==> src/rtl/info_frame_deframer_with_ack_top_assert.svh <==
// Assertion macros used by the deframer core, ifd_core.
// Depends on a clock named aclk and an active-low reset named aresetn in scope.
`ifndef INFO_FRAME_DEFRAMER_WITH_ACK_TOP_ASSERT_SVH
`define INFO_FRAME_DEFRAMER_WITH_ACK_TOP_ASSERT_SVH

// Same-cycle implication, checked outside reset
`define IFD_ASSERT_NOW(lbl, ante, cons, msg) \
    lbl: assert property (@(posedge aclk) disable iff (!aresetn) (ante) |-> (cons)) \
        else $error(msg);

// Next-cycle implication, checked outside reset
`define IFD_ASSERT_NEXT(lbl, ante, cons, msg) \
    lbl: assert property (@(posedge aclk) disable iff (!aresetn) (ante) |=> (cons)) \
        else $error(msg);

`endif

==> src/rtl/ifd_pkg.sv <==
// Shared types and constants of the info frame deframer.
// No dependencies.
`default_nettype none

package ifd_pkg;

    // Size limit of the data field
    localparam int MAX_PAYLOAD = 1024;
    localparam int CNT_W       = $clog2(MAX_PAYLOAD + 1);

    // Field widths
    localparam int BYTE_W = 8;
    localparam int LEN_W  = 11;

    // Line bytes
    localparam logic [BYTE_W-1:0] FLAG_BYTE = 8'h7E;
    localparam logic [BYTE_W-1:0] ESC_BYTE  = 8'h7D;
    localparam logic [BYTE_W-1:0] ESC_FLAG  = 8'h5E;
    localparam logic [BYTE_W-1:0] ESC_ESC   = 8'h5D;

    // Control bytes
    localparam logic [BYTE_W-1:0] CTRL_I0   = 8'h00;
    localparam logic [BYTE_W-1:0] CTRL_I1   = 8'h40;
    localparam logic [BYTE_W-1:0] CTRL_DISC = 8'h0B;
    localparam logic [BYTE_W-1:0] CTRL_RR0  = 8'h05;
    localparam logic [BYTE_W-1:0] CTRL_RR1  = 8'h85;
    localparam logic [BYTE_W-1:0] CTRL_REJ0 = 8'h01;
    localparam logic [BYTE_W-1:0] CTRL_REJ1 = 8'h81;

    localparam logic [BYTE_W-1:0] STATION_ADDR_RST = 8'h03;

    localparam logic KIND_PAYLOAD = 1'b0;
    localparam logic KIND_VERDICT = 1'b1;

    typedef enum logic [2:0] {
        V_ACCEPTED   = 3'd0,
        V_CHECK_ERR  = 3'd1,
        V_ESCAPE_ERR = 3'd2,
        V_EMPTY      = 3'd3,
        V_DUPLICATE  = 3'd4,
        V_DISCONNECT = 3'd5,
        V_OVERFLOW   = 3'd6
    } verdict_t;

    // One result item
    typedef struct packed {
        logic              result_kind;
        logic [BYTE_W-1:0] payload_byte;
        verdict_t          verdict;
        logic              send_reply;
        logic [BYTE_W-1:0] reply_control;
        logic [LEN_W-1:0]  payload_length;
    } ifd_result_t;

endpackage

`default_nettype wire

==> src/rtl/info_frame_deframer_with_ack_top.sv <==
// Stop-and-wait information frame receiver. One received byte is taken per
// transfer and up to one byte per cycle is sustained while the result side is
// ready: the byte passes an input register with a skid entry, then the parser
// updates its state and loads the result register in the same cycle. The loop
// through the parser state registers sets the rate. Each unstuffed data byte but
// the last, the XOR check byte, appears when the next one arrives; the closing flag
// yields one verdict with the reply control byte and payload length.
// Depends on ifd_pkg, ifd_skid and ifd_core.
`default_nettype none

module info_frame_deframer_with_ack_top
    import ifd_pkg::*;
(
    input  wire logic              aclk,
    input  wire logic              aresetn,
    input  wire logic              cfg_we,
    input  wire logic [BYTE_W-1:0] cfg_wdata,
    input  wire logic              s_valid,
    output logic                   s_ready,
    input  wire logic [BYTE_W-1:0] s_rx_byte,
    output logic                   m_valid,
    input  wire logic              m_ready,
    output logic                   m_result_kind,
    output logic [BYTE_W-1:0]      m_payload_byte,
    output logic [2:0]             m_verdict,
    output logic                   m_send_reply,
    output logic [BYTE_W-1:0]      m_reply_control,
    output logic [LEN_W-1:0]       m_payload_length
);

    logic              byte_valid;
    logic              byte_ready;
    logic [BYTE_W-1:0] byte_data;
    ifd_result_t       res;

    // Register the incoming byte stream
    ifd_skid u_skid (
        .aclk      (aclk),
        .aresetn   (aresetn),
        .in_valid  (s_valid),
        .in_ready  (s_ready),
        .in_data   (s_rx_byte),
        .out_valid (byte_valid),
        .out_ready (byte_ready),
        .out_data  (byte_data)
    );

    // Parse and produce results
    ifd_core u_core (
        .aclk      (aclk),
        .aresetn   (aresetn),
        .cfg_we    (cfg_we),
        .cfg_wdata (cfg_wdata),
        .in_valid  (byte_valid),
        .in_ready  (byte_ready),
        .in_byte   (byte_data),
        .res_valid (m_valid),
        .res_ready (m_ready),
        .res       (res)
    );

    assign m_result_kind    = res.result_kind;
    assign m_payload_byte   = res.payload_byte;
    assign m_verdict        = res.verdict;
    assign m_send_reply     = res.send_reply;
    assign m_reply_control  = res.reply_control;
    assign m_payload_length = res.payload_length;

endmodule

`default_nettype wire

==> src/rtl/ifd_skid.sv <==
// Input register stage with a skid entry for the received byte stream.
// Depends on ifd_pkg.
`default_nettype none

module ifd_skid
    import ifd_pkg::*;
(
    input  wire logic              aclk,
    input  wire logic              aresetn,
    input  wire logic              in_valid,
    output logic                   in_ready,
    input  wire logic [BYTE_W-1:0] in_data,
    output logic                   out_valid,
    input  wire logic              out_ready,
    output logic [BYTE_W-1:0]      out_data
);

    logic              main_valid_reg;
    logic              skid_valid_reg;
    logic [BYTE_W-1:0] main_data_reg;
    logic [BYTE_W-1:0] skid_data_reg;
    logic              in_fire;

    assign in_ready  = !skid_valid_reg;
    assign in_fire   = in_valid && in_ready;
    assign out_valid = main_valid_reg;
    assign out_data  = main_data_reg;

    // Advance the main entry when it drains, park a transfer in the skid entry otherwise
    always_ff @(posedge aclk) begin
        if (!aresetn) begin
            main_valid_reg <= 1'b0;
            skid_valid_reg <= 1'b0;
        end else if (out_ready || !main_valid_reg) begin
            if (skid_valid_reg) begin
                main_data_reg  <= skid_data_reg;
                main_valid_reg <= 1'b1;
                skid_valid_reg <= 1'b0;
            end else begin
                main_valid_reg <= in_fire;
                if (in_fire) begin
                    main_data_reg <= in_data;
                end
            end
        end else if (in_fire) begin
            skid_data_reg  <= in_data;
            skid_valid_reg <= 1'b1;
        end
    end

endmodule

`default_nettype wire

==> src/rtl/ifd_core.sv <==
// Frame parser: header hunt, unstuffing, running XOR, verdict and result register.
// Depends on ifd_pkg and info_frame_deframer_with_ack_top_assert.svh.
`default_nettype none

`include "info_frame_deframer_with_ack_top_assert.svh"

module ifd_core
    import ifd_pkg::*;
(
    input  wire logic              aclk,
    input  wire logic              aresetn,
    input  wire logic              cfg_we,
    input  wire logic [BYTE_W-1:0] cfg_wdata,
    input  wire logic              in_valid,
    output logic                   in_ready,
    input  wire logic [BYTE_W-1:0] in_byte,
    output logic                   res_valid,
    input  wire logic              res_ready,
    output ifd_result_t            res
);

    typedef enum logic [2:0] {
        PH_HUNT,
        PH_FLAG,
        PH_ADDR,
        PH_CTRL,
        PH_DATA
    } phase_t;

    phase_t            phase_reg, phase_next;
    logic [BYTE_W-1:0] addr_reg;
    logic              exp_seq_reg, exp_seq_next;
    logic              frame_seq_reg, frame_seq_next;
    logic              esc_pend_reg, esc_pend_next;
    logic              esc_err_reg, esc_err_next;
    logic [BYTE_W-1:0] held_byte_reg, held_byte_next;
    logic              held_valid_reg, held_valid_next;
    logic [BYTE_W-1:0] xor_reg, xor_next;
    logic [CNT_W-1:0]  cnt_reg, cnt_next;
    logic              res_valid_reg;
    ifd_result_t       res_reg, res_next;
    logic              emit;
    logic              accept_frame;
    logic              in_fire;
    logic              u_valid;
    logic [BYTE_W-1:0] u_byte;
    logic [BYTE_W-1:0] hdr_check;

    assign in_ready  = !res_valid_reg || res_ready;
    assign in_fire   = in_valid && in_ready;
    assign res_valid = res_valid_reg;
    assign res       = res_reg;
    assign hdr_check = addr_reg ^ (frame_seq_reg ? CTRL_I1 : CTRL_I0);

    // Unstuff the incoming data byte
    always_comb begin
        u_valid = 1'b0;
        u_byte  = in_byte;
        if (esc_pend_reg) begin
            if (in_byte == ESC_FLAG) begin
                u_valid = 1'b1;
                u_byte  = FLAG_BYTE;
            end else if (in_byte == ESC_ESC) begin
                u_valid = 1'b1;
                u_byte  = ESC_BYTE;
            end
        end else if (in_byte != ESC_BYTE) begin
            u_valid = 1'b1;
        end
    end

    // Next state and result for one byte
    always_comb begin
        phase_next      = phase_reg;
        exp_seq_next    = exp_seq_reg;
        frame_seq_next  = frame_seq_reg;
        esc_pend_next   = esc_pend_reg;
        esc_err_next    = esc_err_reg;
        held_byte_next  = held_byte_reg;
        held_valid_next = held_valid_reg;
        xor_next        = xor_reg;
        cnt_next        = cnt_reg;
        emit            = 1'b0;
        accept_frame    = 1'b0;
        res_next        = '0;
        unique case (phase_reg)
            PH_HUNT: begin
                if (in_byte == FLAG_BYTE) begin
                    phase_next = PH_FLAG;
                end
            end
            PH_FLAG: begin
                if (in_byte == addr_reg) begin
                    phase_next = PH_ADDR;
                end else if (in_byte != FLAG_BYTE) begin
                    phase_next = PH_HUNT;
                end
            end
            PH_ADDR: begin
                if (in_byte == CTRL_I0 || in_byte == CTRL_I1) begin
                    frame_seq_next = (in_byte == CTRL_I1);
                    phase_next     = PH_CTRL;
                end else if (in_byte == CTRL_DISC) begin
                    emit                   = 1'b1;
                    res_next.result_kind   = KIND_VERDICT;
                    res_next.verdict       = V_DISCONNECT;
                    res_next.send_reply    = 1'b1;
                    res_next.reply_control = CTRL_DISC;
                    phase_next             = PH_HUNT;
                end else if (in_byte == FLAG_BYTE) begin
                    phase_next = PH_FLAG;
                end else begin
                    phase_next = PH_HUNT;
                end
            end
            PH_CTRL: begin
                if (in_byte == hdr_check) begin
                    esc_pend_next   = 1'b0;
                    esc_err_next    = 1'b0;
                    held_valid_next = 1'b0;
                    xor_next        = '0;
                    cnt_next        = '0;
                    phase_next      = PH_DATA;
                end else if (in_byte == FLAG_BYTE) begin
                    phase_next = PH_FLAG;
                end else begin
                    phase_next = PH_HUNT;
                end
            end
            PH_DATA: begin
                if (in_byte == FLAG_BYTE) begin
                    // Closing flag: one verdict, then hunt again
                    emit                    = 1'b1;
                    res_next.result_kind    = KIND_VERDICT;
                    res_next.send_reply     = 1'b1;
                    res_next.payload_length = LEN_W'(cnt_reg);
                    phase_next              = PH_HUNT;
                    if (frame_seq_reg != exp_seq_reg) begin
                        res_next.verdict       = V_DUPLICATE;
                        res_next.reply_control = exp_seq_reg ? CTRL_RR1 : CTRL_RR0;
                    end else if (esc_err_reg || esc_pend_reg) begin
                        res_next.verdict       = V_ESCAPE_ERR;
                        res_next.reply_control = exp_seq_reg ? CTRL_REJ1 : CTRL_REJ0;
                    end else if (!held_valid_reg) begin
                        res_next.verdict       = V_EMPTY;
                        res_next.reply_control = exp_seq_reg ? CTRL_REJ1 : CTRL_REJ0;
                    end else if (held_byte_reg != xor_reg) begin
                        res_next.verdict       = V_CHECK_ERR;
                        res_next.reply_control = exp_seq_reg ? CTRL_REJ1 : CTRL_REJ0;
                    end else begin
                        res_next.verdict       = V_ACCEPTED;
                        res_next.reply_control = exp_seq_reg ? CTRL_RR0 : CTRL_RR1;
                        exp_seq_next           = !exp_seq_reg;
                        accept_frame           = 1'b1;
                    end
                end else if (!esc_err_reg) begin
                    if (esc_pend_reg) begin
                        esc_pend_next = 1'b0;
                        esc_err_next  = !u_valid;
                    end else if (in_byte == ESC_BYTE) begin
                        esc_pend_next = 1'b1;
                    end
                    if (u_valid) begin
                        if (!held_valid_reg) begin
                            held_byte_next  = u_byte;
                            held_valid_next = 1'b1;
                        end else if (cnt_reg >= CNT_W'(MAX_PAYLOAD)) begin
                            // Frame too long: end it with no reply
                            emit                    = 1'b1;
                            res_next.result_kind    = KIND_VERDICT;
                            res_next.verdict        = V_OVERFLOW;
                            res_next.payload_length = LEN_W'(cnt_reg);
                            phase_next              = PH_HUNT;
                        end else begin
                            // Release the held byte, hold the new one
                            emit                  = 1'b1;
                            res_next.result_kind  = KIND_PAYLOAD;
                            res_next.payload_byte = held_byte_reg;
                            xor_next              = xor_reg ^ held_byte_reg;
                            cnt_next              = cnt_reg + 1'b1;
                            held_byte_next        = u_byte;
                        end
                    end
                end
            end
            default: begin
                phase_next = PH_HUNT;
            end
        endcase
    end

    // Hold parser state, configuration and the result register
    always_ff @(posedge aclk) begin
        if (!aresetn) begin
            phase_reg      <= PH_HUNT;
            addr_reg       <= STATION_ADDR_RST;
            exp_seq_reg    <= 1'b0;
            frame_seq_reg  <= 1'b0;
            esc_pend_reg   <= 1'b0;
            esc_err_reg    <= 1'b0;
            held_valid_reg <= 1'b0;
            xor_reg        <= '0;
            cnt_reg        <= '0;
            res_valid_reg  <= 1'b0;
        end else begin
            if (cfg_we) begin
                addr_reg <= cfg_wdata;
            end
            if (in_fire) begin
                phase_reg      <= phase_next;
                exp_seq_reg    <= exp_seq_next;
                frame_seq_reg  <= frame_seq_next;
                esc_pend_reg   <= esc_pend_next;
                esc_err_reg    <= esc_err_next;
                held_byte_reg  <= held_byte_next;
                held_valid_reg <= held_valid_next;
                xor_reg        <= xor_next;
                cnt_reg        <= cnt_next;
                res_valid_reg  <= emit;
                if (emit) begin
                    res_reg <= res_next;
                end
            end else if (res_ready) begin
                res_valid_reg <= 1'b0;
            end
        end
    end

    `IFD_ASSERT_NOW(a_payload_clean,
        res_valid_reg && res_reg.result_kind == KIND_PAYLOAD,
        res_reg.verdict == V_ACCEPTED && !res_reg.send_reply &&
        res_reg.reply_control == '0 && res_reg.payload_length == '0,
        "payload result carries verdict fields")
    `IFD_ASSERT_NOW(a_cnt_bound, 1'b1, cnt_reg <= CNT_W'(MAX_PAYLOAD),
        "payload count beyond limit")
    `IFD_ASSERT_NOW(a_esc_exclusive, 1'b1, !(esc_pend_reg && esc_err_reg),
        "escape pending and escape error both set")
    `IFD_ASSERT_NEXT(a_seq_toggle, in_fire && accept_frame,
        exp_seq_reg != $past(exp_seq_reg), "accepted frame did not toggle sequence")
    `IFD_ASSERT_NEXT(a_seq_hold, !(in_fire && accept_frame), $stable(exp_seq_reg),
        "sequence bit changed without an accepted frame")

endmodule

`default_nettype wire

==> config.mk <==
export PLATFORM = sky130hd
export DESIGN_NAME = info_frame_deframer_with_ack_top
export DESIGN_NICKNAME = d
export VERILOG_FILES = /design/src/rtl/ifd_pkg.sv /design/src/rtl/info_frame_deframer_with_ack_top.sv /design/src/rtl/ifd_skid.sv /design/src/rtl/ifd_core.sv
export VERILOG_INCLUDE_DIRS = /design/src /design/src/rtl
export SDC_FILE = /design/constraint.sdc
export NUM_CORES = 1
export LEC_CHECK = 0
export CAP_MARGIN = 25
export CORE_ASPECT_RATIO = 0.7
export CORE_MARGIN = 1.5
export CORE_UTILIZATION = 35
export DETAILED_ROUTE_END_ITERATION = 12
export DONT_BUFFER_PORTS = 1
export PLACE_DENSITY = 0.45
export SLEW_MARGIN = 5
export SYNTH_ARGS = -nofsm -noshare
export SYNTH_HDL_FRONTEND = slang
export SYNTH_SLANG_ARGS = --single-unit
export TNS_END_PERCENT = 1
==> constraint.sdc <==
create_clock -name aclk -period 7.25 [get_ports aclk]
set_input_delay 0.725 -clock aclk [delete_from_list [all_inputs] [get_ports aclk]]
set_output_delay 0.725 -clock aclk [all_outputs]
set_load 0.01 [all_outputs]
==> flow_summary.yaml <==
sta:
  maxSlewViolCount: 0
  tns_ns: 0
  rsz0062_at_grt: "no"
  fin_crit_ns: 3.17
  skew_ns: 0.00423
  fin_crit_sh_pct: 43.8
  fmax_mhz: 315
  tightestPinTransition_ns: 0.893
  timing.hold.ws_ns: 0.457
  finalSetupViolCount: 0
  hold_violations: 0
  slew-limit-headroom_pct: 40.3
drt:
  drc: 0
  drt_pass1_iterations: 5
  wl_per_cell_um: 17.0
  drtAntennaViolNets: 0
  vias: 2749
  drt_wl_total_um: 8990
  avgViaCountPerCell: 5.19
  drtIter0Drc: 117
logic_synthesis:
  seq_area_frac_synth_pct: 55.7
  synth-edff-count: 51
  yosysWarningCount: 0
  netlist_area_mm2: 0.00412
  ys_ff_latch: 89
  netlist_top_cells_area: "edfxtp_1 37%, dfxtp_1 18%, a21oi_1 3.0%"
  synthCells: 381
  avgSynthCellArea_um2: 10.8
  synth_top_area_share_pct: 37.2
  synth_most_common_cell: "edfxtp_1"
  synth_area_leader_cell: "edfxtp_1"
  yosysUniqueCellTypes: 60
  synthFlopType: "edfxtp_1"
  synth_common_cells: "51 x edfxtp_1, 38 x dfxtp_1, 25 x a21oi_1"
  async_flop_share_pct: 0
clocking:
  clock-sinks: 89
  path_clk_slew_ns: 0.06
  cts_tree: "done"
  cts_setup_buffers: 0
  cts_resized: 0
  cts.path.max_buffers: 2
  insertion_delay_ns: 0.33
  holdBufCountCts: 0
  root_buffer: "clkbuf_16"
  cts_made_buffers: 9
  htreeDepth: 3
critical_path:
  crit_path_end_kind: "flip-flop"
  crit_chain: "or3b_2, nor4_1, o21ai_0, a311oi_2, a21o_1, a21oi_1"
  crit_required_ns: 7.43
  worstSetupPathType: "reg2reg"
  critPathMaxStageDelay_ns: 0.69
  crit_arrival_ns: 3.35
  slowest_stage: "a21o_1"
  path_max_fanout: 21
  cp-start-kind: "flip-flop"
grt:
  met2_usage_pct: 23.9
  antenna_found_initial: 0
  grt_pass1_vias: 2744
  busiest_layer: "met2"
  grt_use_met3_pct: 5.02
  grt_overflow: 0
  grt_start_max_net_pins: 28
  met1_usage_pct: 21.2
  grt_pass1_wl_um: 14800
  grtUsageTotal_pct: 15.6
power_and_ir_drop:
  power_density_mw_per_mm2: 220
  total_power_uw: 985
  peakVddDrop_mv: 0.109
  leakage_nw: 1.43
place:
  gp_congestion: 0.830
  hpwl_um: 6350
  dp_cells: 512
  portBuffers: 0
floorplan:
  die_x_um: 133
  core_mm2: 0.0113
  io_pins: 55
  dieArea_mm2: 0.0124
  initial_utilization_pct: 36.6
  rows: 32
  chipHeight_um: 93.8
outcome:
  status: "completed"
final_layout:
  antenna_cells: 0
  register_area_mm2: 0.00229
  multi_input_area_mm2: 0.00161
  area_growth_pct: 8.93
  largest_reg_flops: 27
  finalNonFillerCells: 530
  nFillCells: 1076
  nets: 395
  drive_gt1_share_pct: 10.1
worst_hold_path:
  min-delay-path-class: "in2reg"
job:
  maxCapViolations: 0
-- cell type report --
class	instances	share of cell area [%]
clock buffers	12	5.27
clock inverters	4	0.446
inverters	24	2.01
multi-input cells	241	35.8
flip-flops and latches	89	51.1
well taps	153	4.27
repair buffers	7	1.12
-- critical path: cells and delay by family, from the launching register on --
kind / cells / cell delay, ns
compound gates: 4 / 1.48
simple gates: 2 / 1.04
flops: 1 / 0.49
-- placed cells by master, fill, tap and decap left out, types with 3 or more instances in the layout --
cell type / n
nand2_1: 17
clkbuf_16: 9
o211ai_1: 3
buf_4: 6
conb_1: 3
clkbuf_1: 3
a21oi_1: 25
o21ai_0: 18
xnor2_1: 14
mux2_2: 8
nand3_1: 7
nand2b_1: 3
nand4_1: 4
nor3_1: 13
nor4_1: 4
and2_1: 13
inv_1: 24
edfxtp_1: 51
nor2b_1: 4
a31oi_1: 3
xor2_1: 10
dfxtp_1: 38
or3_1: 14
mux2i_1: 12
nor2_1: 23
-- through the flow --
step | area (um^2) | setup slack [ns] | utilization, %
detailed placement | 4210 | 4.09 | 37.5
global placement | 4200 | 4.15 | 37.3
floorplan | 4130 | 3.85 | -
global route | 4490 | 3.88 | 39.9
finish | 4490 | 4.08 | 39.9
CTS | 4470 | 4.08 | 39.7
-- cells by family after synthesis --
| logic type | after synthesis | share of synthesized area, % |
|---|---|---|
| AOI/OAI and AO/OA | 70 | 11.4 |
| xor gates and xnor gates | 24 | 5.10 |
| adders and majority gates | 2 | 0.608 |
| buffers and inverters | 53 | 5.59 |
| DFF | 89 | 55.7 |
| muxes | 20 | 5.11 |
| other | 1 | 0.0911 |
| and+or+nand+nor | 122 | 16.4 |
-- final timing paths --
path                            slack [ns]                from                  to  cells past startpoint
worst min register to register        0.50   u_core.cnt_reg[4]   u_core.cnt_reg[4]                      2
worst max-delay path                  4.08  u_skid.out_data[5]   u_core.cnt_reg[9]                      6
worst min-delay path                  0.46             aresetn  u_core.addr_reg[1]                      1
worst max register to register        4.08  u_skid.out_data[5]   u_core.cnt_reg[9]                      6
-- metal layers --
metal  wire length [um]  vias to the layer above
met5                  0                        -
met4                 93                        0
met3                492                        8
met2               3850                       77
met1               4560                     1330
li1                   -                     1334
-- where the power goes --
group          internal, mW  total [mW]  switching (mW)  leakage (nW)
clock network         0.230       0.411           0.181         0.122
registers             0.537       0.546         0.00905         0.713
logic                0.0113      0.0282          0.0169         0.594
total                 0.778       0.985           0.207          1.43
No activity file was read; power rests on OpenSTA's default activity.
